### src/rtl/pbl_pkg.sv
`timescale 1ns / 1ps
`default_nettype none

package pbl_pkg;

    localparam logic REQ_WRITE  = 1'b0;
    localparam logic REQ_LOOKUP = 1'b1;

    localparam int DEG_W   = 9;
    localparam int AFRAC_W = 16;
    localparam int SFRAC_W = 8;
    localparam int WS_W    = 15;

    localparam int QDEPTH          = 4;
    localparam int QPTR_W          = 2;
    localparam int QCNT_W          = 3;
    localparam int MAX_OUTSTANDING = QDEPTH + 2;

    localparam logic [1:0] STEP_R0C0 = 2'd0;
    localparam logic [1:0] STEP_R1C0 = 2'd1;
    localparam logic [1:0] STEP_R0C1 = 2'd2;
    localparam logic [1:0] STEP_R1C1 = 2'd3;

    typedef struct packed {
        logic               is_write;
        logic               wr_ok;
        logic [AFRAC_W-1:0] afrac;
        logic [SFRAC_W-1:0] sfrac;
    } job_ctl_t;

    typedef struct packed {
        logic               vld;
        logic [1:0]         step;
        logic [AFRAC_W-1:0] afrac;
        logic [SFRAC_W-1:0] sfrac;
    } rd_tag_t;

endpackage

`default_nettype wire

### src/rtl/pbl_issue.sv
`timescale 1ns / 1ps
`default_nettype none

module pbl_issue #(
    parameter int ANGLE_ROWS    = 181,
    parameter int SPEED_COLUMNS = 61,
    parameter int ENTRY_BITS    = 16,
    localparam int ROW_W        = $clog2(ANGLE_ROWS),
    localparam int COL_W        = $clog2(SPEED_COLUMNS),
    localparam int ADDR_W       = $clog2(ANGLE_ROWS * SPEED_COLUMNS)
) (
    input  logic                  clk,
    input  logic                  rst_n,
    input  logic                  job_vld,
    input  pbl_pkg::job_ctl_t     job_ctl,
    input  logic [ROW_W-1:0]      job_row,
    input  logic [ROW_W-1:0]      job_row2,
    input  logic [COL_W-1:0]      job_col,
    input  logic [COL_W-1:0]      job_col2,
    input  logic [ENTRY_BITS-1:0] job_wdata,
    input  logic                  result_pop,
    output logic                  take,
    output logic                  mem_we,
    output logic [ADDR_W-1:0]     mem_addr,
    output logic [ENTRY_BITS-1:0] mem_wdata,
    output pbl_pkg::rd_tag_t      mem_tag
);

    import pbl_pkg::*;

    logic                  j_vld_reg, j_vld_next;
    job_ctl_t              j_ctl_reg;
    logic [ROW_W-1:0]      j_row_reg;
    logic [ROW_W-1:0]      j_row2_reg;
    logic [COL_W-1:0]      j_col_reg;
    logic [COL_W-1:0]      j_col2_reg;
    logic [ENTRY_BITS-1:0] j_wdata_reg;
    logic [1:0]            step_reg, step_next;
    logic [QCNT_W-1:0]     pend_reg, pend_next;

    logic             issue_ok;
    logic             done;
    logic             start;
    logic [ROW_W-1:0] sel_row;
    logic [COL_W-1:0] sel_col;

    assign issue_ok = j_vld_reg && (j_ctl_reg.is_write || (step_reg != STEP_R0C0) ||
                                    (32'(pend_reg) < 32'(QDEPTH)));
    assign done     = issue_ok && (j_ctl_reg.is_write || (step_reg == STEP_R1C1));
    assign start    = issue_ok && !j_ctl_reg.is_write && (step_reg == STEP_R0C0);
    assign take     = job_vld && (!j_vld_reg || done);

    always_comb
    begin
        j_vld_next = take ? 1'b1 : (done ? 1'b0 : j_vld_reg);
        step_next  = (issue_ok && !j_ctl_reg.is_write) ? step_reg + 2'd1 : step_reg;
        pend_next  = pend_reg + QCNT_W'(start) - QCNT_W'(result_pop);
    end

    always_ff @(posedge clk or negedge rst_n)
    begin
        if (!rst_n)
        begin
            j_vld_reg <= 1'b0;
            step_reg  <= STEP_R0C0;
            pend_reg  <= '0;
        end
        else
        begin
            j_vld_reg <= j_vld_next;
            step_reg  <= step_next;
            pend_reg  <= pend_next;
        end
    end

    always_ff @(posedge clk)
    begin
        if (take)
        begin
            j_ctl_reg   <= job_ctl;
            j_row_reg   <= job_row;
            j_row2_reg  <= job_row2;
            j_col_reg   <= job_col;
            j_col2_reg  <= job_col2;
            j_wdata_reg <= job_wdata;
        end
    end

    always_comb
    begin
        sel_row = step_reg[0] ? j_row2_reg : j_row_reg;
        sel_col = step_reg[1] ? j_col2_reg : j_col_reg;
        if (j_ctl_reg.is_write)
        begin
            sel_row = j_row_reg;
            sel_col = j_col_reg;
        end
    end

    assign mem_addr      = ADDR_W'(32'(sel_row) * 32'(SPEED_COLUMNS) + 32'(sel_col));
    assign mem_we        = issue_ok && j_ctl_reg.is_write && j_ctl_reg.wr_ok;
    assign mem_wdata     = j_wdata_reg;
    assign mem_tag.vld   = issue_ok && !j_ctl_reg.is_write;
    assign mem_tag.step  = step_reg;
    assign mem_tag.afrac = j_ctl_reg.afrac;
    assign mem_tag.sfrac = j_ctl_reg.sfrac;

endmodule

`default_nettype wire

### config.mk
export PLATFORM = sky130hd
export DESIGN_NAME = pbl_issue
export DESIGN_NICKNAME = d
export VERILOG_FILES = /design/src/rtl/pbl_pkg.sv /design/src/rtl/pbl_issue.sv
export SDC_FILE = /design/constraint.sdc
export NUM_CORES = 1
export LEC_CHECK = 0
export BUFFER_PORTS_ARGS = -buffer_cell sky130_fd_sc_hd__clkbuf_2
export CAP_MARGIN = 20
export CORE_ASPECT_RATIO = 1.25
export CORE_MARGIN = 2
export CORE_UTILIZATION = 56
export CTS_CLUSTER_SIZE = 20
export DETAILED_ROUTE_END_ITERATION = 8
export PLACE_DENSITY = 0.87
export SETUP_SLACK_MARGIN = 0.02
export SLEW_MARGIN = 5
export SYNTH_ARGS = -nofsm -noshare
export SYNTH_HDL_FRONTEND = slang
export SYNTH_SLANG_ARGS = --single-unit
export TNS_END_PERCENT = 100
### constraint.sdc
create_clock -name clk -period 11.4 [get_ports clk]
set_clock_uncertainty 0.2 [all_clocks]
set_input_delay 2.28 -clock clk [delete_from_list [all_inputs] [get_ports clk]]
set_output_delay 2.28 -clock clk [all_outputs]
set_load 0.02 [all_outputs]
==> impl_metrics.toml <==
[status]
run_status = "completed"

[critical_path]
timing.critical_path.from_type = "flop"
setup.worst_path.end_class = "primary output"
worst-endpoint-required_ns = 8.92
critical_path.max_fanout = 9
arrival_ns = 5.68
setup.worst_path.class = "flop to primary output"

[logic_synthesis]
post_synth.cell_area_avg_um2 = 14.6
synth_mux_area_share_pct = 3.97
synthSimpleGateAreaFrac_pct = 3.50
yosys.cell_types.count = 38
netlist_top_cells_area = "edfxtp_1, ha_1, fa_1, buf_4, dfrtp_1"
yosys_register_bits = 76
post-synth-top-count-cell = "edfxtp_1"
post_synth_xor_area_fraction_pct = 2.90
synth_fp_nets = 430
post_synth_fa_ha_maj_area_fraction_pct = 23.3
synth_seq_area_share_pct = 53.3
synth_area_um2 = 4220
ys_async_sr_fraction_pct = 7.89
primary_ff_master_synth = "edfxtp_1"
synthDominantCellAreaShare_pct = 49.8
synth_top_cell_by_area = "edfxtp_1"
synth_compound_area_share_pct = 4.89
gate_count_post_synth = 290
synth_top_family_by_area = "adder cells"
yosysWarningCount = 0
synth.cells.most_frequent = "edfxtp_1, ha_1, inv_1"
synth_enable_flop_cells = 70

[grt]
grt_start_max_net_pins = 71
track_usage_pct = 21.5
first_global_vias = 2828
grt_pass1_wl_um = 12900
antenna_found_initial = 0
grt_total_ovfl = 0

[placed_design]
detailed_place_hpwl_um = 6360
portBuffers = 132
placed_area_um2 = 4820
routability_cong = 0.817

[die]
floorplan.initialDensity_pct = 57.4
dieWidth_um = 81.7
row_count = 35
die_h_um = 101
ioPinCount = 133
floorplan.die_area_um2 = 8260
core_area_um2 = 7360

[detailed_routing]
met2RoutedLength_um = 4590
detail_route.first_pass.iterations = 4
num_vias = 2613
post_drt_via_cell_ratio = 5.17
drt.antenna.violating_nets = 0
route.detailed.wl_per_inst_um = 16.5
met1Wirelength_um = 2800
drt_drc = 0
routed_wl_um = 8340
top_signal_layer_used = "met4"
routed-wl-met3_um = 706
starting_drt_drc_count = 61

[timing]
setup-violations-final = 0
clock.fmax_mhz = 123
finalWorstPathRequiredPeriod_ns = 8.16
tightest_slew_ns = 0.836
unrepaired_setup_endpoints_after_global_routing = "no"
finalMaxSlewViolations = 0
final.period_utilization_pct = 71.5
tns_ns = 0
finalHoldViolCount = 0
timing.slew.headroom_pct = 44.3

[final_layout]
syn2layout_area_growth_pct = 19.4
finish.net_count = 548
seqCellArea_um2 = 2250
antennaDiodeCount = 0
largest_reg_flops = 24
design_area_um2 = 5040
post_route_cells_drive_above_1_share_pct = 39.5
multiInputGateArea_um2 = 1640
fillers = 498

[cts]
tritoncts = "yes"
clock_tree.buffer_depth = 2
cts_bufs_inserted = 9
post_cts.repair.setup_buffers = 0
cts_num_sinks = 76
worstSkewPairLatency_ns = 0.33
cts-htree-levels = 3
postCtsResizedCells = 0
cts_root_buffer = "clkbuf_8"
cts_hold_buffers_added = 0
clk_pin_slew_worst_paths_ns = 0.08

[min_path]
hold_path_class = "flop to flop"

[run]
maxCapViolCount = 0
==> worst max-delay path: stages (launching register included) <==
cell and delay [ns]:
dfrtp_1 0.41, inv_1 0.11, nor2_2 0.45, mux2i_1 0.45
inv_1 0.17, fa_1 0.50, fa_1 0.51, inv_1 0.05
fa_1 0.50, fa_1 0.54, inv_1 0.04, ha_1 0.35
and3_1 0.21, a221oi_4 0.32, o21ai_2 0.13, a31oi_1 0.26
xnor2_1 0.15, clkbuf_2 0.19
==> path summary, 6_finish.rpt <==
check,startpoint,endpoint,slack [ns],cells after the start
setup / recovery,step_reg[0],mem_addr[11],3.24,17
hold / removal,pend_reg[0],pend_reg[0],0.29,1
setup reg to reg,step_reg[0],pend_reg[2],8.66,11
hold reg to reg,pend_reg[0],pend_reg[0],0.29,1
max in group asynchronous,rst_n,pend_reg[1],9.27,1
min in group asynchronous,rst_n,step_reg[0],1.56,1
==> stage by stage <==
stage	utilization [%]	instances	hold slack, ns	setup slack [ns]
floorplan	-	290	0.256	3.32
global placement	65.5	489	0.264	3.72
detailed placement	65.5	489	0.271	3.62
CTS	68.5	505	0.289	3.21
global route	68.5	505	0.317	2.90
finish	68.5	505	0.289	3.24
==> cells by family after synthesis <==
group                    Yosys count
buffers and inverters             65
multiplexers                      16
AND/OR/NAND/NOR                   26
XOR/XNOR                          14
AO/OA/AOI/OAI                     27
flip-flops                        76
adder cells (fa/ha/maj)           66
==> final cells by class <==
type	count	share of cell area, %
multi-input combinational	149	32.4
clock buffer	10	2.53
clock inverter	6	1.91
sequential	76	44.7
inverter	39	2.90
tap	92	2.28
timing repair buffer	133	13.3
==> metal layers <==
layer / global-route usage, % / up-vias
met1: 20.8 / 1250
met4: 9.36 / 0
met3: 8.87 / 18
li1: - / 1233
met2: 39.2 / 112
met5: 0 / -
==> placed cells by master (no fill, tap or decap), types with 2 or more instances in the layout <==
cell	instances
edfxtp_1	70
and3_1	3
clkbuf_2	132
nand2_1	7
clkbuf_8	9
inv_1	39
xnor2_1	13
fa_1	21
dfrtp_1	6
a21oi_1	9
mux2i_1	10
o21ai_0	2
ha_1	45
nand3_1	2
o21ai_2	2
nor2_1	2
bufinv_16	2
mux2_2	6
a21o_1	5
a31oi_1	2
nand4_1	2
Power is not shown: default switching activity piles up to over one toggle a cycle in this logic, so the estimate is an artifact.
