### src/rtl/pbl_pkg.sv
`timescale 1ns / 1ps
`default_nettype none

package pbl_pkg;

    localparam logic REQ_WRITE  = 1'b0;
    localparam logic REQ_LOOKUP = 1'b1;

    localparam int DEG_W   = 9;
    localparam int AFRAC_W = 16;
    localparam int SFRAC_W = 8;
    localparam int WS_W    = 15;

    localparam int QDEPTH          = 4;
    localparam int QPTR_W          = 2;
    localparam int QCNT_W          = 3;
    localparam int MAX_OUTSTANDING = QDEPTH + 2;

    localparam logic [1:0] STEP_R0C0 = 2'd0;
    localparam logic [1:0] STEP_R1C0 = 2'd1;
    localparam logic [1:0] STEP_R0C1 = 2'd2;
    localparam logic [1:0] STEP_R1C1 = 2'd3;

    typedef struct packed {
        logic               is_write;
        logic               wr_ok;
        logic [AFRAC_W-1:0] afrac;
        logic [SFRAC_W-1:0] sfrac;
    } job_ctl_t;

    typedef struct packed {
        logic               vld;
        logic [1:0]         step;
        logic [AFRAC_W-1:0] afrac;
        logic [SFRAC_W-1:0] sfrac;
    } rd_tag_t;

endpackage

`default_nettype wire

### src/rtl/pbl_interp.sv
`timescale 1ns / 1ps
`default_nettype none

module pbl_interp #(
    parameter int ENTRY_BITS = 16
) (
    input  logic                  clk,
    input  logic                  rst_n,
    input  logic [ENTRY_BITS-1:0] rdata,
    input  pbl_pkg::rd_tag_t      tag,
    input  logic                  pop,
    output logic                  out_valid,
    output logic [15:0]           boat_speed
);

    import pbl_pkg::*;

    localparam int DW   = ENTRY_BITS + 1;
    localparam int AP_W = DW + AFRAC_W + 1;
    localparam int SP_W = DW + SFRAC_W + 1;

    logic [ENTRY_BITS-1:0] hold_reg;
    logic [ENTRY_BITS-1:0] lo_reg;
    logic [ENTRY_BITS-1:0] lo2_reg;
    logic [ENTRY_BITS-1:0] hi_reg;
    logic [SFRAC_W-1:0]    sf_reg;
    logic                  fin_vld_reg;

    logic [15:0]       q_mem [QDEPTH];
    logic [QPTR_W-1:0] q_wr_reg, q_wr_next;
    logic [QPTR_W-1:0] q_rd_reg, q_rd_next;
    logic [QCNT_W-1:0] q_cnt_reg, q_cnt_next;

    logic signed [DW-1:0]      adiff;
    logic signed [AFRAC_W:0]   af_s;
    logic signed [AP_W-1:0]    aprod;
    logic signed [AP_W-1:0]    ashift;
    logic [ENTRY_BITS-1:0]     abl;
    logic signed [DW-1:0]      sdiff;
    logic signed [SFRAC_W:0]   sf_s;
    logic signed [SP_W-1:0]    sprod;
    logic signed [SP_W-1:0]    sshift;
    logic [ENTRY_BITS-1:0]     fres;
    logic [31:0]               fres_w;

    always_comb
    begin
        adiff  = $signed({1'b0, rdata}) - $signed({1'b0, hold_reg});
        af_s   = $signed({1'b0, tag.afrac});
        aprod  = adiff * af_s;
        ashift = aprod >>> AFRAC_W;
        abl    = hold_reg + ashift[ENTRY_BITS-1:0];

        sdiff  = $signed({1'b0, hi_reg}) - $signed({1'b0, lo2_reg});
        sf_s   = $signed({1'b0, sf_reg});
        sprod  = sdiff * sf_s;
        sshift = sprod >>> SFRAC_W;
        fres   = lo2_reg + sshift[ENTRY_BITS-1:0];
        fres_w = 32'(fres);
    end

    always_ff @(posedge clk)
    begin
        if (tag.vld && ((tag.step == STEP_R0C0) || (tag.step == STEP_R0C1)))
        begin
            hold_reg <= rdata;
        end
        if (tag.vld && (tag.step == STEP_R1C0))
        begin
            lo_reg <= abl;
        end
        if (tag.vld && (tag.step == STEP_R1C1))
        begin
            hi_reg  <= abl;
            lo2_reg <= lo_reg;
            sf_reg  <= tag.sfrac;
        end
        if (fin_vld_reg)
        begin
            q_mem[q_wr_reg] <= fres_w[15:0];
        end
    end

    always_comb
    begin
        q_wr_next  = fin_vld_reg ? q_wr_reg + QPTR_W'(1) : q_wr_reg;
        q_rd_next  = pop ? q_rd_reg + QPTR_W'(1) : q_rd_reg;
        q_cnt_next = q_cnt_reg + QCNT_W'(fin_vld_reg) - QCNT_W'(pop);
    end

    always_ff @(posedge clk or negedge rst_n)
    begin
        if (!rst_n)
        begin
            fin_vld_reg <= 1'b0;
            q_wr_reg    <= '0;
            q_rd_reg    <= '0;
            q_cnt_reg   <= '0;
        end
        else
        begin
            fin_vld_reg <= tag.vld && (tag.step == STEP_R1C1);
            q_wr_reg    <= q_wr_next;
            q_rd_reg    <= q_rd_next;
            q_cnt_reg   <= q_cnt_next;
        end
    end

    assign out_valid  = (q_cnt_reg != '0);
    assign boat_speed = q_mem[q_rd_reg];

endmodule

`default_nettype wire

### config.mk
export PLATFORM = sky130hd
export DESIGN_NAME = pbl_interp
export DESIGN_NICKNAME = d
export VERILOG_FILES = /design/src/rtl/pbl_pkg.sv /design/src/rtl/pbl_interp.sv
export SDC_FILE = /design/constraint.sdc
export NUM_CORES = 1
export LEC_CHECK = 0
export ABC_AREA = 0
export BUFFER_PORTS_ARGS = -buffer_cell sky130_fd_sc_hd__buf_4
export CELL_PAD_IN_SITES_DETAIL_PLACEMENT = 1
export CELL_PAD_IN_SITES_GLOBAL_PLACEMENT = 1
export CORE_ASPECT_RATIO = 1.75
export CORE_UTILIZATION = 40
export DETAILED_ROUTE_END_ITERATION = 16
export PLACE_DENSITY_LB_ADDON = 0.25
export RECOVER_POWER = 100
export SYNTH_ARGS = -nofsm -noshare
export SYNTH_HDL_FRONTEND = slang
export SYNTH_SLANG_ARGS = --single-unit
### constraint.sdc
create_clock -name clk -period 11.4 [get_ports clk]
set_input_delay 1.14 -clock clk [delete_from_list [all_inputs] [get_ports clk]]
set_output_delay 1.14 -clock clk [all_outputs]
set_load 0.1 [all_outputs]
==> qor.yml, run 1 <==
sta:
  max_freq_mhz: 93.65
  slew_violations: 59
  fin_crit_sh: 0.9367
  rsz0062_at_grt: "false"
  fin_skew_ps: 23.90
  period_minus_slack_ps: 10680
  setup_ws_ps: 721.8
  setup_viol: 0
  finalSetupTns_ps: 0
  tightest_slew_ps: 2052
  hold_viol: 0
  max_slew_margin: -0.3683
logic_synthesis:
  syn_inst: 2222
  async_reset_ff_frac: 0.05556
  ys_types: 73
  synth_edf_count: 136
  yosysSeqAreaShare: 0.1933
  synth_flop_cell: "edfxtp_1"
  syn_area_mm2: 0.02217
  yosys_warnings: 0
  syn-num-nets: 2834
  syn_avg_cell_area_um2: 9.976
  ys_seq_elements: 144
clock_tree:
  clk_pin_slew_worst_paths_ps: 70
  h-tree-depth: 4
  cts.sinks: 144
  cts_resized: 0
  cts_tree: "done"
  cts_setup_buffers: 0
  cts_buffers: 17
  clock_path_buffers: 2
  clock_latency_ps: 450
  postCtsHoldBufs: 0
  cts_root_buffer: "clkbuf_16"
worst_setup_path:
  critPathKind: "primary input to flip-flop"
  r2r_cells: 32
  rrSetupSlack_ps: 750
  cp-end-kind: "flip-flop"
  crit_arrival_ps: 10850
  critPathMaxStageDelay_ps: 530
  worstReg2RegEnd: "q_mem[2][14]"
  critPathMaxFanout: 11
  crit_start: "rdata[2]"
  crit_required_ps: 11580
  reg2reg_from: "lo2_reg[1]"
  crit_slowest_cell: "fa_1"
  startpoint_type: "primary input"
outcome:
  violations: "DRC, capacitance limit, slew limit"
  status: "finished, violations left"
floorplanning:
  io_pins: 63
  die_w_um: 180.0
  dieHeight_um: 313.4
  initial_core_util: 0.4062
  die_area_mm2: 0.05640
  num_rows: 113
  coreArea_mm2: 0.05457
finish:
  nNetsFinal: 2874
  final_util: 0.4370
  areaGrowthSynthToFinish_pct: 7.598
  largest-register: "q_mem"
  largest_reg_flops: 64
  drive_gt1_frac: 0.05099
global_route:
  grt_pass1_wl_um: 95610
  grt_max_degree: 42
  grt_pass1_vias: 18060
  grt_use_total: 0.2231
  antenna_found_initial: 0
  grt-ovfl-total: 0
min_path:
  holdPathStages: 0
  hold_start: "lo_reg[10]"
  hp-class: "flip-flop to flip-flop"
  whs_endpoint: "lo2_reg[10]"
detailed_routing:
  finalWirelength_um: 60350
  wire_per_inst_um: 20.35
  met1_length_um: 19900
  ant_nets: 0
  drc: 10
  met3_length_um: 759
  dr.pass1.iters: 11
  maxUsedRoutingLayer: "met4"
  first_iter_violations: 477
  dr_wl_met2_um: 37340
  vias_per_cell: 5.158
  vias: 15300
placement:
  place_congestion: 0.8487
  post-place-ws_ps: -138.6
  numPortBuffers: 62
  dp_hpwl_um: 50330
flow_run:
  maxCapViolCount: 2
==> how the worst max path moves through the flow <==
| stage | end | slack, ps |
|---|---|---|
| finish | hi_reg[15] | 720 |
| global route | hi_reg[15] | 30 |
| CTS | hi_reg[15] | 310 |
| detailed placement | hi_reg[15] | -140 |
| global placement | hi_reg[15] | 160 |
| floorplan | hi_reg[14] | 1600 |
==> logic make-up after synthesis <==
kind of cell,share of synthesized area
muxes,0.01626
buffers and inverters,0.1025
xor gates and xnor gates,0.04171
AOI/OAI and AO/OA,0.06113
adders and majority gates,0.4455
and+or+nand+nor,0.1396
DFF,0.1933
==> critical path, delay by kind of cell <==
family          cells  cell delay, ps
compound gates     15            3420
xor+xnor            4             920
fa+ha+maj           9            3860
buf+inv             7             490
simple gates        5            1000
==> layout make-up <==
cell class                      instances  area, um2
Multi-Input combinational cell       1476      15570
Antenna cell                            1      2.502
Inverter                              537       2016
Tap cell                              690      863.3
Clock buffer                           17      425.4
Timing Repair Buffer                   86      514.2
Clock inverter                         15      170.2
Sequential cell                       144       4284
Fill cell                            6186      30720
==> cell usage after synthesis, types with 26 or more instances <==
master    number  area share
a21oi_1       46       0.010
and2_1       179       0.051
clkbuf_1      56      0.0095
edfxtp_1     136        0.18
fa_1         372        0.34
ha_1         194        0.11
inv_1        537       0.091
nand2_1      220       0.037
nor2_1        44      0.0075
nor2b_1       34      0.0096
o21ai_0       28      0.0063
xnor2_1       77       0.030
xor2_1        26       0.010
==> metal layers <==
metal  track usage  vias to the layer above
met5             0                        -
met4       0.09992                        0
met3       0.01680                      113
met2        0.4851                      180
met1        0.2012                     8064
li1              -                     6941
==> metrics by stage <==
| stage | cell area [um2] | instances | hold WS (ps) |
|---|---|---|---|
| finish | 23850 | 2966 | 421.9 |
| global route | 23850 | 2965 | 424.9 |
| CTS | 24020 | 2965 | 421.0 |
| detailed placement | 23420 | 2933 | 405.7 |
| global placement | 23420 | 2933 | 401.1 |
| floorplan | 22170 | 2222 | 400.3 |
==> cells in the final DEF (no fill, tap or decap), types with 4 or more instances in the layout <==
| cell | Yosys | layout |
|---|---|---|
| and2_0 | 0 | 5 |
| a21boi_0 | 3 | 4 |
| a21oi_1 | 46 | 47 |
| nor4_1 | 4 | 4 |
| nor4bb_1 | 5 | 5 |
| nand2b_1 | 17 | 17 |
| o211ai_1 | 8 | 9 |
| o31a_1 | 6 | 6 |
| nand4_1 | 4 | 4 |
| nor3_1 | 24 | 25 |
| or3_1 | 6 | 6 |
| ha_1 | 194 | 194 |
| inv_1 | 537 | 537 |
| edfxtp_1 | 136 | 136 |
| inv_6 | 0 | 4 |
| and2_1 | 179 | 174 |
| clkbuf_1 | 56 | 35 |
| xor2_1 | 26 | 26 |
| nand2_1 | 220 | 220 |
| fa_1 | 372 | 372 |
| o21ai_0 | 28 | 34 |
| and3_1 | 11 | 11 |
| nor2_1 | 44 | 44 |
| nor3b_1 | 8 | 8 |
| o21a_1 | 11 | 11 |
| nand3_1 | 18 | 18 |
| mux4_2 | 16 | 16 |
| o21bai_1 | 6 | 6 |
| clkinv_4 | 0 | 4 |
| a211oi_1 | 4 | 4 |
| clkbuf_4 | 0 | 9 |
| clkbuf_16 | 0 | 17 |
| xnor2_1 | 77 | 76 |
| o21ai_2 | 4 | 4 |
| buf_4 | 0 | 42 |
| a31oi_1 | 12 | 12 |
| and4b_1 | 6 | 6 |
| dfrtp_1 | 8 | 8 |
| nor2b_1 | 34 | 34 |
| a21o_1 | 24 | 24 |
Power of run 1 is left out: the tool's default activity adds up to more than one toggle a clock period on the data nets, which glitch-free logic cannot reach.
==> inputs of run 2 (changes only) <==
--- a/config.mk
+++ b/config.mk
@@ -7,11 +7,10 @@
 export LEC_CHECK = 0
 export ABC_AREA = 0
 export BUFFER_PORTS_ARGS = -buffer_cell sky130_fd_sc_hd__buf_4
-export CELL_PAD_IN_SITES_DETAIL_PLACEMENT = 1
-export CELL_PAD_IN_SITES_GLOBAL_PLACEMENT = 1
 export CORE_ASPECT_RATIO = 1.75
 export CORE_UTILIZATION = 40
 export DETAILED_ROUTE_END_ITERATION = 16
+export HOLD_SLACK_MARGIN = 0.12
 export PLACE_DENSITY_LB_ADDON = 0.25
 export RECOVER_POWER = 100
 export SYNTH_ARGS = -nofsm -noshare
==> run 2 against run 1 <==
The run still ends with DRC, capacitance limit, slew limit left. Non-clock buffer count down 2. Register-to-register slack better by 330 ps. First-iteration DRC count down 4.4%. Critical path depth up 1. Global-route usage down 2.2 points. Clock skew up 2.2 ps. Routed wire length down 10%. Cell count down 0.10%. Core utilization down 0.083 points. Highest routed layer unchanged.
==> qor.yml, run 2 (synthesized netlist as in run 1, its figures left out) <==
clock_tree:
  cts_root_buffer: "clkbuf_16"  # unchanged
  clk_pin_slew_worst_paths_ps: 70  # about the same
  postCtsHoldBufs: 0  # unchanged
  clock_latency_ps: 440  # was 450 ps
  cts_setup_buffers: 0  # unchanged
  h-tree-depth: 4  # unchanged
  cts_buffers: 17  # unchanged
  cts_tree: "done"  # unchanged
  clock_path_buffers: 2  # unchanged
  cts_resized: 0  # unchanged
  cts.sinks: 144  # unchanged
floorplanning:
  coreArea_mm2: 0.05457  # unchanged
  dieHeight_um: 313.4  # unchanged
  io_pins: 63  # unchanged
  num_rows: 113  # unchanged
  initial_core_util: 0.4062  # unchanged
  die_area_mm2: 0.05640  # unchanged
  die_w_um: 180.0  # unchanged
placement:
  dp_hpwl_um: 45180  # was 50,330 um
  dp_cells: 2931  # was 2,933
  numPortBuffers: 62  # unchanged
  place_congestion: 0.8812  # was 0.8487
sta:
  hold_viol: 0  # unchanged
  finalSetupTns_ps: 0  # unchanged
  max_slew_margin: -0.8152  # was -0.3683
  setup_viol: 0  # unchanged
  fin_crit_sh: 0.9448  # was 0.9367
  period_minus_slack_ps: 10770  # was 10,680 ps
  rsz0062_at_grt: "false"  # unchanged
  tightest_slew_ps: 2723  # was 2052 ps
  fin_skew_ps: 26.14  # was 23.90 ps
  slew_violations: 59  # unchanged
  max_freq_mhz: 92.85  # was 93.65 MHz
global_route:
  grt_max_degree: 42  # unchanged
  grt_use_met2: 0.4130  # was 0.4851
  antenna_found_initial: 0  # unchanged
  grt_pass1_wl_um: 86910  # was 95,610 um
  busiest_layer: "met2"  # unchanged
  grt_pass1_vias: 16870  # was 18,060
  met3_usage: 0.01541  # was 0.01680
  grt_util_met1: 0.1874  # was 0.2012
  grt_use_total: 0.2007  # was 0.2231
  grt-ovfl-total: 0  # unchanged
finish:
  nNetsFinal: 2872  # was 2,874
  final_cell_mix: "537 x inv_1, 372 x fa_1, 220 x nand2_1"  # unchanged
  final_common_cell: "inv_1"  # unchanged
  instances_no_fill: 2963  # was 2,966
  largest_reg_flops: 64  # unchanged
  largest-register: "q_mem"  # unchanged
  drive_gt1_frac: 0.05015  # was 0.05099
  antenna_cells: 0  # was 1
  fillers: 5357  # was 6,186
  areaGrowthSynthToFinish_pct: 7.394  # was 7.598%
worst_setup_path:
  critPathMaxFanout: 9  # was 11
  crit_arrival_ps: 10950  # was 10,850 ps
  crit_slowest_cell: "xnor2_1"  # was fa_1
  cpMostUsedCell: "fa_1"
  critPathKind: "primary input to flip-flop"  # unchanged
  crit_required_ps: 11580  # about the same
  startpoint_type: "primary input"  # unchanged
  cp-end-kind: "flip-flop"  # unchanged
  critPathMaxStageDelay_ps: 790  # was 530 ps
detailed_routing:
  vias_per_cell: 5.072  # was 5.158
  wire_per_inst_um: 18.30  # was 20.35 um
  drc: 4  # was 10
  dr.pass1.iters: 11  # unchanged
  ant_nets: 0  # unchanged
  first_iter_violations: 456  # was 477
  vias: 15030  # was 15,300
  finalWirelength_um: 54210  # was 60,350 um
min_path:
  hp-class: "flip-flop to flip-flop"  # unchanged
flow_run:
  maxCapViolCount: 2  # unchanged
outcome:
  status: "finished, violations left"  # unchanged
  violations: "DRC, capacitance limit, slew limit"  # unchanged
-- run 2: layout make-up --
class | instances | area (um2) | share of cell area
well taps | 690 | 863.3 | 0.03627
multi-input cells | 1476 | 15580 | 0.6543
flip-flops and latches | 144 | 4284 | 0.1800
inverters | 537 | 2016 | 0.08467
clock inverters | 14 | 120.1 | 0.005046
repair buffers | 84 | 495.5 | 0.02081
clock buffers | 18 | 450.4 | 0.01892
-- run 2: per-stage QoR --
stage / util / setup slack [ps] / hold slack, ps / instance area (um2)
floorplan: - / 1604 / 400.3 / 22170
global placement: 0.4289 / 375.8 / 402.3 / 23410
detailed placement: 0.4289 / 235.0 / 404.5 / 23410
CTS: 0.4394 / 657.6 / 407.1 / 23980
global route: 0.4362 / 151.4 / 421.9 / 23810
finish: 0.4362 / 629.6 / 406.5 / 23810
-- run 2: worst max-delay path: cells and delay by family --
| family | cells | cell delay (ps) |
|---|---|---|
| buffers and inverters | 7 | 670 |
| adders and majority gates | 10 | 4040 |
| and+or+nand+nor | 6 | 790 |
| xor gates and xnor gates | 4 | 1450 |
| AOI/OAI and AO/OA | 14 | 2830 |
-- run 2: final timing paths --
kind,slack (ps),cells past startpoint,endpoint,startpoint
max,630,41,lo_reg[15],rdata[0]
min,410,0,lo2_reg[0],lo_reg[0]
max reg2reg,1080,39,lo_reg[15],hold_reg[0]
min reg2reg,410,0,lo2_reg[0],lo_reg[0]
max in group asynchronous,10460,1,fin_vld_reg,rst_n
min in group asynchronous,630,1,q_wr_reg[0],rst_n
-- run 2: metal layers --
metal,part of all wire,vias up,wire (um)
met5,0,-,0
met4,0.063,0,3396
met3,0.016,138,870
met2,0.59,239,31720
met1,0.34,7698,18220
li1,-,6954,-
Power of run 2 is left out for the same reason.
