## src/rtl/pbl_pkg.sv

```systemverilog
`timescale 1ns / 1ps
`default_nettype none

package pbl_pkg;

    localparam logic REQ_WRITE  = 1'b0;
    localparam logic REQ_LOOKUP = 1'b1;

    localparam int DEG_W   = 9;
    localparam int AFRAC_W = 16;
    localparam int SFRAC_W = 8;
    localparam int WS_W    = 15;

    localparam int QDEPTH          = 4;
    localparam int QPTR_W          = 2;
    localparam int QCNT_W          = 3;
    localparam int MAX_OUTSTANDING = QDEPTH + 2;

    localparam logic [1:0] STEP_R0C0 = 2'd0;
    localparam logic [1:0] STEP_R1C0 = 2'd1;
    localparam logic [1:0] STEP_R0C1 = 2'd2;
    localparam logic [1:0] STEP_R1C1 = 2'd3;

    typedef struct packed {
        logic               is_write;
        logic               wr_ok;
        logic [AFRAC_W-1:0] afrac;
        logic [SFRAC_W-1:0] sfrac;
    } job_ctl_t;

    typedef struct packed {
        logic               vld;
        logic [1:0]         step;
        logic [AFRAC_W-1:0] afrac;
        logic [SFRAC_W-1:0] sfrac;
    } rd_tag_t;

endpackage

`default_nettype wire

```

## src/rtl/pbl_front.sv

```systemverilog
`timescale 1ns / 1ps
`default_nettype none

module pbl_front #(
    parameter int ANGLE_ROWS    = 181,
    parameter int SPEED_COLUMNS = 61,
    parameter int ENTRY_BITS    = 16,
    localparam int ROW_W        = $clog2(ANGLE_ROWS),
    localparam int COL_W        = $clog2(SPEED_COLUMNS)
) (
    input  logic                  clk,
    input  logic                  rst_n,
    input  logic                  in_valid,
    output logic                  in_stall,
    input  logic                  req_type,
    input  logic [7:0]            angle_row,
    input  logic [5:0]            speed_column,
    input  logic [15:0]           entry_value,
    input  logic [15:0]           wind_bearing,
    input  logic [13:0]           wind_knots,
    input  logic                  mode,
    input  logic                  take,
    output logic                  job_vld,
    output pbl_pkg::job_ctl_t     job_ctl,
    output logic [ROW_W-1:0]      job_row,
    output logic [ROW_W-1:0]      job_row2,
    output logic [COL_W-1:0]      job_col,
    output logic [COL_W-1:0]      job_col2,
    output logic [ENTRY_BITS-1:0] job_wdata
);

    import pbl_pkg::*;

    localparam int LAST_ROW = ANGLE_ROWS - 1;
    localparam int LAST_COL = SPEED_COLUMNS - 1;
    localparam logic [DEG_W-1:0] LAST_ROW_D = DEG_W'(LAST_ROW);
    localparam logic [6:0]       LAST_COL_D = 7'(LAST_COL);
    localparam logic [WS_W-1:0]  WS_MAX     = WS_W'(LAST_COL * 256);

    logic        a_vld_reg, a_vld_next;
    logic        a_type_reg;
    logic [7:0]  a_row_reg;
    logic [5:0]  a_col_reg;
    logic [15:0] a_val_reg;
    logic [15:0] a_ang_reg;
    logic [13:0] a_ws_reg;
    logic        accept;

    logic [15:0]        half_ang;
    logic [24:0]        t_lin;
    logic [24:0]        t_rnd;
    logic [DEG_W-1:0]   deg_lin;
    logic [DEG_W-1:0]   deg_rnd_raw;
    logic [DEG_W-1:0]   deg_rnd;
    logic [DEG_W-1:0]   row_d;
    logic [DEG_W-1:0]   row2_d;
    logic [AFRAC_W-1:0] afrac;
    logic [WS_W-1:0]    ws_sat;
    logic [6:0]         col_d;
    logic [6:0]         col2_d;
    logic [SFRAC_W-1:0] sfrac;
    logic               wr_ok;

    assign in_stall   = a_vld_reg && !take;
    assign accept     = in_valid && !in_stall;
    assign a_vld_next = accept ? 1'b1 : (take ? 1'b0 : a_vld_reg);

    always_ff @(posedge clk or negedge rst_n)
    begin
        if (!rst_n)
        begin
            a_vld_reg <= 1'b0;
        end
        else
        begin
            a_vld_reg <= a_vld_next;
        end
    end

    always_ff @(posedge clk)
    begin
        if (accept)
        begin
            a_type_reg <= req_type;
            a_row_reg  <= angle_row;
            a_col_reg  <= speed_column;
            a_val_reg  <= entry_value;
            a_ang_reg  <= wind_bearing;
            a_ws_reg   <= wind_knots;
        end
    end

    always_comb
    begin
        half_ang    = (a_ang_reg > 16'd32768) ? 16'(17'd65536 - {1'b0, a_ang_reg}) : a_ang_reg;
        t_lin       = 25'(half_ang) * 25'd360;
        deg_lin     = t_lin[24:16];
        t_rnd       = 25'(a_ang_reg) * 25'd360 + 25'd32768;
        deg_rnd_raw = t_rnd[24:16];
        deg_rnd     = (deg_rnd_raw > 9'd180) ? 9'd360 - deg_rnd_raw : deg_rnd_raw;

        if (mode)
        begin
            row_d  = (deg_rnd > LAST_ROW_D) ? LAST_ROW_D : deg_rnd;
            row2_d = row_d;
            afrac  = '0;
        end
        else if (deg_lin >= LAST_ROW_D)
        begin
            row_d  = LAST_ROW_D;
            row2_d = LAST_ROW_D - 9'd1;
            afrac  = '0;
        end
        else
        begin
            row_d  = deg_lin;
            row2_d = deg_lin + 9'd1;
            afrac  = t_lin[15:0];
        end

        ws_sat = ({1'b0, a_ws_reg} > WS_MAX) ? WS_MAX : {1'b0, a_ws_reg};
        if (ws_sat[14:8] >= LAST_COL_D)
        begin
            col_d  = LAST_COL_D;
            col2_d = LAST_COL_D;
            sfrac  = '0;
        end
        else
        begin
            col_d  = ws_sat[14:8];
            col2_d = ws_sat[14:8] + 7'd1;
            sfrac  = ws_sat[7:0];
        end

        wr_ok = (32'(a_row_reg) <= 32'(LAST_ROW)) && (32'(a_col_reg) <= 32'(LAST_COL));
    end

    assign job_vld          = a_vld_reg;
    assign job_ctl.is_write = (a_type_reg == REQ_WRITE);
    assign job_ctl.wr_ok    = wr_ok;
    assign job_ctl.afrac    = afrac;
    assign job_ctl.sfrac    = sfrac;
    assign job_row          = (a_type_reg == REQ_WRITE) ? ROW_W'(a_row_reg) : ROW_W'(row_d);
    assign job_row2         = ROW_W'(row2_d);
    assign job_col          = (a_type_reg == REQ_WRITE) ? COL_W'(a_col_reg) : COL_W'(col_d);
    assign job_col2         = COL_W'(col2_d);
    assign job_wdata        = ENTRY_BITS'(a_val_reg);

endmodule

`default_nettype wire

```

## config.mk

```make
export PLATFORM = sky130hd
export DESIGN_NAME = pbl_front
export DESIGN_NICKNAME = d
export VERILOG_FILES = /design/src/rtl/pbl_pkg.sv /design/src/rtl/pbl_front.sv
export SDC_FILE = /design/constraint.sdc
export NUM_CORES = 1
export LEC_CHECK = 0
export ABC_AREA = 1
export BUFFER_PORTS_ARGS = -buffer_cell sky130_fd_sc_hd__buf_2
export CORE_UTILIZATION = 55
export CTS_CLUSTER_DIAMETER = 100
export DETAILED_ROUTE_END_ITERATION = 6
export PLACE_DENSITY = 0.84
export SETUP_SLACK_MARGIN = 0.1
export SYNTH_ARGS = -nofsm -noshare
export SYNTH_HDL_FRONTEND = slang
export SYNTH_SLANG_ARGS = --single-unit
export TNS_END_PERCENT = 10
```

## constraint.sdc

```tcl
create_clock -name clk -period 10.2 [get_ports clk]
set_clock_uncertainty 0.2 [all_clocks]
set_input_delay 2.04 -clock clk [delete_from_list [all_inputs] [get_ports clk]]
set_output_delay 2.04 -clock clk [all_outputs]
set_load 0.005 [all_outputs]
```

==> results of run 1 <==
per-stage QoR:
stage,cells,utilization
2_1_floorplan,957,-
3_3_place_gp,1260,0.632
3_5_place_dp,1260,0.632
4_1_cts,1276,0.654
5_1_grt,1276,0.654
6_report,1276,0.654
per-layer routing:
layer  share of wire  up-vias  track usage
met4           0.018        0       0.0680
met5               0        -            0
met1            0.43     2962        0.312
met2            0.49      205        0.443
li1                -     3278            -
met3           0.066       28       0.0603
area by class of cell:
cell class	count	area, µm²
multi-input combinational	660	4820
fill	1125	4620
sequential	62	1860
inverter	227	855
timing repair buffer	135	678
clock buffer	9	225
tap	176	220
clock inverter	7	73.8
synth_stat cells (2+ instances only):
cell,n
a21o_1,7
a21oi_1,43
a21oi_2,4
a31oi_1,3
buf_4,5
clkbuf_1,2
edfxtp_1,61
fa_1,39
ha_1,97
inv_1,220
inv_2,6
nand2_1,180
nand2_2,21
nand2_4,3
nand3_1,35
nand3_2,7
nand3_4,2
nand3b_1,2
nand4_1,6
nor2_1,71
nor2_2,9
nor2_4,5
nor3_1,12
nor3_2,2
nor4_1,4
o21a_1,3
o21ai_0,26
o21ai_1,4
o21ai_2,2
o21bai_1,5
o22ai_1,2
o31ai_1,2
xnor2_1,15
xor2_1,37
xor2_2,2
power by group:
part | internal (W) | leakage, nW | switching (W)
Clock | 0.000190 | 0.146 | 0.000119
Combinational | 0.000741 | 4.04 | 0.00126
Sequential | 0.000298 | 0.592 | 0.0000125
cell families (layout without fill, tap and decap cells):
kind of cell,after synthesis,after routing,share of synthesized area
simple gates,363,363,0.225
buf+inv,235,378,0.120
fa+ha+maj,136,136,0.263
compound gates,104,104,0.0808
flops,62,62,0.245
xor+xnor,54,54,0.0644
other cells,1,3,0.000495
how the worst min path moves through the flow:
stage,slack [ns],from,endpoint
floorplan,0.28,job_vld$_DFFE_PN0P_,job_vld$_DFFE_PN0P_
global placement,0.27,job_vld$_DFFE_PN0P_,job_vld$_DFFE_PN0P_
detailed placement,0.28,job_vld$_DFFE_PN0P_,job_vld$_DFFE_PN0P_
CTS,0.30,job_vld$_DFFE_PN0P_,job_vld$_DFFE_PN0P_
global route,0.33,job_vld$_DFFE_PN0P_,job_vld$_DFFE_PN0P_
finish,0.30,job_vld$_DFFE_PN0P_,job_vld$_DFFE_PN0P_
placed cells by master (no fill, tap or decap), types with 7 or more instances in the layout:
| cell | instances |
|---|---|
| inv_1 | 220 |
| nand2_1 | 180 |
| buf_2 | 134 |
| ha_1 | 97 |
| nor2_1 | 70 |
| edfxtp_1 | 61 |
| a21oi_1 | 43 |
| fa_1 | 39 |
| xor2_1 | 37 |
| nand3_1 | 35 |
| o21ai_0 | 26 |
| nand2_2 | 21 |
| xnor2_1 | 15 |
| nor3_1 | 12 |
| nor2_2 | 9 |
| clkbuf_16 | 9 |
| a21o_1 | 7 |
| nand3_2 | 7 |
worst max-delay path, delay by kind of cell (launching register included):
| family | cells | cell delay (ns) |
|---|---|---|
| xor gates and xnor gates | 2 | 0.67 |
| buffers and inverters | 8 | 0.89 |
| AOI/OAI and AO/OA | 7 | 1.28 |
| and+or+nand+nor | 16 | 1.46 |
| adders and majority gates | 5 | 1.83 |
| DFF | 1 | 0.47 |
==> impl_metrics.ini, run 1 <==
[yosys]
yosys_warnings = 0
synth.largest_area_cell = edfxtp_1
ys_async_sr_fraction = 0.0161
synth-seq-area-share = 0.245
ys.flop_type = edfxtp_1
synth_top_area_share = 0.242
synth.avg_cell_area_um2 = 7.93
synth_edf_count = 61
synth_cell_types = 46
syn_area_um2 = 7570
netlist_instances = 955
synthTopCellsByArea = edfxtp_1 (24%), ha_1 (16%), inv_1 (11%), fa_1 (10%), nand2_1 (8.9%)
ys_seq_elements = 62

[global_route]
grt_max_degree = 62
grt_usage = 0.253
grt-ovfl-total = 0
antenna_found_initial = 0
grt_pass1_vias = 6554
grt_pass1_wl_um = 29100

[sta]
finalMaxSlewViolations = 0
min_period_ns = 9.18
tightestPinTransition_ns = 1.08
rsz0062_at_grt = no
hold_violations = 0
fin_crit_sh = 0.900
setup_violations = 0
slew_headroom = 0.275
finalSetupTns_ns = 0
setup_ws_ns = 1.02
clock.fmax_mhz = 109
holdWs_ns = 0.304

[route]
post_drt_wl_per_cell_um = 13.3
wl_um = 17000
first_iter_violations = 329
drc = 0
vias = 6473
avgViaCountPerCell = 5.07
dr.pass1.iters = 5
drtAntennaViolNets = 0

[place]
port_buffers = 134
place.detailed.hpwl_um = 14200
gp_congestion = 0.910
place_area_um2 = 8430
post-place-ws_ns = 1.58

[worst_setup_path]
timing.critical_path.from_type = flip-flop
crit_path_end = job_row[3]
reg2reg_slack_ns = 8.34
required_ns = 7.96
setup.worst_path.start = a_ang_reg[0]$_DFFE_PP_
reg2reg_depth = 4
crit_type = flip-flop to primary output
reg2reg_to = a_ang_reg[3]$_DFFE_PP_
r2r_start = job_vld$_DFFE_PN0P_
slowest_delay_ns = 0.52
end_kind = primary output
crit_arrival_ns = 6.94
crit_path_top_delay_cell = fa_1
cp_max_fo = 10
crit_path_frequent_cell = nand2_1

[cells_and_area]
finalNetCount = 1297
design_area_um2 = 8730
antenna_cells = 0
drive_above_1_share = 0.201
synthToLayoutAreaGrowth_pct = 15.3

[cts]
cts_root_buf = clkbuf_16
cts.clk_slew.worst_paths_ns = 0.06
cts_tree = done
clock_sinks = 62
numCtsBuffers = 9
cts_buffer_depth = 2
cts_max_level = 3
holdBufCountCts = 0
cts-resized-gates = 0
clkLatencyLatePin_ns = 0.34
post-cts-setup-buffer-count = 0

[min_path]
worstHoldPathCells = 2
hold_path_class = flip-flop to flip-flop

[floorplan]
ios = 138
die_x_um = 119
dieArea_um2 = 14200
rows = 42
die_h_um = 119
core_area_um2 = 13300
start_util = 0.567

[pwr]
power_density_nw_per_um2 = 301
leakagePower_nw = 4.78
power.total_w = 0.00262
peakVddDrop_uv = 210

[status]
outcome = finished, final reports clean

[run]
maxCapViolCount = 0
Power figures use the tool's default switching activity.
==> inputs of run 2 (changes only) <==
--- a/config.mk
+++ b/config.mk
@@ -5,7 +5,6 @@
 export SDC_FILE = /design/constraint.sdc
 export NUM_CORES = 1
 export LEC_CHECK = 0
-export ABC_AREA = 1
 export BUFFER_PORTS_ARGS = -buffer_cell sky130_fd_sc_hd__buf_2
 export CORE_UTILIZATION = 55
 export CTS_CLUSTER_DIAMETER = 100
==> impl_metrics.ini, run 2 <==
[yosys]
synth_cell_types = 85
synth_edf_count = 61
ys.flop_type = edfxtp_1
synth_top_area_share = 0.246
synth-seq-area-share = 0.249
synth_most_common_cell = inv_1
synthTopCellsByArea = edfxtp_1 (25%), ha_1 (16%), fa_1 (10%), inv_1 (5.6%), xnor2_1 (4.7%)
ys_async_sr_fraction = 0.0161
yosys_warnings = 0
ys_seq_elements = 62
synth.avg_cell_area_um2 = 9.52
synth.largest_area_cell = edfxtp_1
synth_top_cells_by_count = inv_1 (111), ha_1 (97), edfxtp_1 (61)
syn_area_um2 = 7450
netlist_instances = 782

[worst_setup_path]
reg2reg_slack_ns = 8.33
reg2reg_to = a_type_reg$_DFFE_PP_
r2r_start = job_vld$_DFFE_PN0P_
reg2reg_depth = 3
required_ns = 7.96
cp_max_fo = 10
crit_type = flip-flop to primary output
crit_arrival_ns = 7.28
end_kind = primary output
timing.critical_path.from_type = flip-flop

[route]
first_iter_violations = 312
dr.pass1.iters = 5
drc = 0
drtAntennaViolNets = 0
wl_um = 17300
post_drt_wl_per_cell_um = 15.8
avgViaCountPerCell = 5.73
vias = 6271

[sta]
hold_violations = 0
min_period_ns = 9.52
fin_crit_sh = 0.933
finalMaxSlewViolations = 0
tightestPinTransition_ns = 0.782
clock.fmax_mhz = 105
setup_violations = 0
slew_headroom = 0.478
finalSetupTns_ns = 0
rsz0062_at_grt = yes

[min_path]
hold_path_class = flip-flop to flip-flop
min_from = job_vld$_DFFE_PN0P_
worstHoldPathCells = 2
whs_endpoint = job_vld$_DFFE_PN0P_

[cts]
cts_root_buf = clkbuf_16
cts_max_level = 3
holdBufCountCts = 0
numCtsBuffers = 9
post-cts-setup-buffer-count = 0
cts_buffer_depth = 2
cts_tree = done
cts-resized-gates = 0
clkLatencyLatePin_ns = 0.34
cts.clk_slew.worst_paths_ns = 0.06
clock_sinks = 62

[global_route]
grt_max_degree = 62
grt_pass1_vias = 6222
grt_pass1_wl_um = 29000
grt-ovfl-total = 0
antenna_found_initial = 0
grt_usage = 0.258

[floorplan]
die_x_um = 118
rows = 42
core_area_um2 = 13200
dieArea_um2 = 14000
ios = 138
die_h_um = 118
start_util = 0.562

[place]
gp_congestion = 0.877
port_buffers = 134
place.detailed.hpwl_um = 14000

[pwr]
peakVddDrop_uv = 264
power_density_nw_per_um2 = 330
leakagePower_nw = 4.05

[cells_and_area]
final_cell_mix = buf_2 (134), inv_1 (111), ha_1 (97), edfxtp_1 (61), a21oi_1 (47)
synthToLayoutAreaGrowth_pct = 14.7
layout_commonest_cell = buf_2
antenna_cells = 0
final_core_util = 0.645
drive_above_1_share = 0.212
finalNetCount = 1116

[run]
maxCapViolCount = 0

[status]
outcome = finished, final reports clean
[run 2: cell types whose count changed in the layout (fill, tap and decap cells not counted), sizes merged, moves of 6 or more]
| cell | before | now |
|---|---|---|
| xnor2 | 15 | 42 |
| nor2 | 86 | 37 |
| o31ai | 2 | 12 |
| nor2b | 0 | 6 |
| nand3 | 44 | 16 |
| a21o | 7 | 17 |
| and2 | 0 | 25 |
| xor2 | 39 | 26 |
| inv | 228 | 112 |
| a211oi | 0 | 7 |
| nand2b | 0 | 8 |
| nand2 | 204 | 45 |
[run 2: how the worst max path moves through the flow]
stage | from | endpoint | slack [ns] | cells past startpoint
after floorplan | a_ang_reg[6]$_DFFE_PP_ | job_row2[6] | 1.81 | 26
after global placement | a_ang_reg[6]$_DFFE_PP_ | job_row[6] | 1.19 | 26
after detailed placement | a_ang_reg[6]$_DFFE_PP_ | job_row[3] | 0.94 | 26
after CTS | a_ang_reg[6]$_DFFE_PP_ | job_row[4] | 0.57 | 25
after global routing | a_ang_reg[6]$_DFFE_PP_ | job_row[1] | 0.10 | 24
final | a_ang_reg[6]$_DFFE_PP_ | job_row[1] | 0.68 | 24
[run 2: per-layer routing]
layer / wire, µm / global-route usage / share of wire
met1: 7330 / 0.331 / 0.42
met2: 8240 / 0.436 / 0.48
met3: 1420 / 0.0555 / 0.082
met4: 304 / 0.0753 / 0.018
met5: 0 / 0 / 0
[run 2: power breakdown]
| group | internal [W] | switching (W) |
|---|---|---|
| clock network | 0.000164 | 0.000119 |
| registers | 0.000298 | 0.0000118 |
| logic | 0.000901 | 0.00132 |
[run 2: critical path: stages (launching register included)]
cell and delay, ns:
edfxtp_1 0.47, or4_1 0.59, or3_1 0.36, nor4_1 0.26, a21oi_2 0.20, o21ai_0 0.36
ha_1 0.32, inv_1 0.09, fa_1 0.43, fa_1 0.51, inv_1 0.04, ha_1 0.32
a21o_1 0.19, a21oi_1 0.21, o21bai_1 0.12, a31o_2 0.28, a211oi_1 0.33, a21oi_1 0.14
xor2_1 0.19, o211ai_1 0.20, a21oi_1 0.16, nor3_1 0.62, a221oi_1 0.20, a21oi_1 0.21
buf_2 0.14
[run 2: area by class of cell]
type / count / area (µm²)
Timing Repair Buffer: 137 / 693
Sequential cell: 62 / 1860
Fill cell: 1084 / 4700
Tap cell: 176 / 220
Clock buffer: 9 / 225
Inverter: 111 / 417
Multi-Input combinational cell: 593 / 5080
Clock inverter: 7 / 50.0
[run 2: metrics by stage]
| stage | instances | power (W) | setup slack (ns) | cell area [µm²] | hold slack (ns) |
|---|---|---|---|---|---|
| 2_1_floorplan | 784 | 0.00197 | 1.81 | 7450 | 0.313 |
| 3_3_place_gp | 1079 | 0.00246 | 1.19 | 8260 | 0.328 |
| 4_1_cts | 1095 | 0.00280 | 0.566 | 8530 | 0.370 |
| 3_5_place_dp | 1079 | 0.00248 | 0.938 | 8260 | 0.352 |
| 6_report | 1095 | 0.00282 | 0.681 | 8540 | 0.368 |
| 5_1_grt | 1095 | 0.00307 | 0.100 | 8540 | 0.420 |
[run 2: logic make-up after synthesis]
group                    after synthesis  share of synthesized area
AO/OA/AOI/OAI                        189                      0.182
XOR/XNOR                              68                     0.0820
adder cells (fa/ha/maj)              137                      0.269
buffers and inverters                129                     0.0706
flip-flops                            62                      0.249
multiplexers                           6                    0.00874
other                                  1                   0.000504
AND/OR/NAND/NOR                      190                      0.138
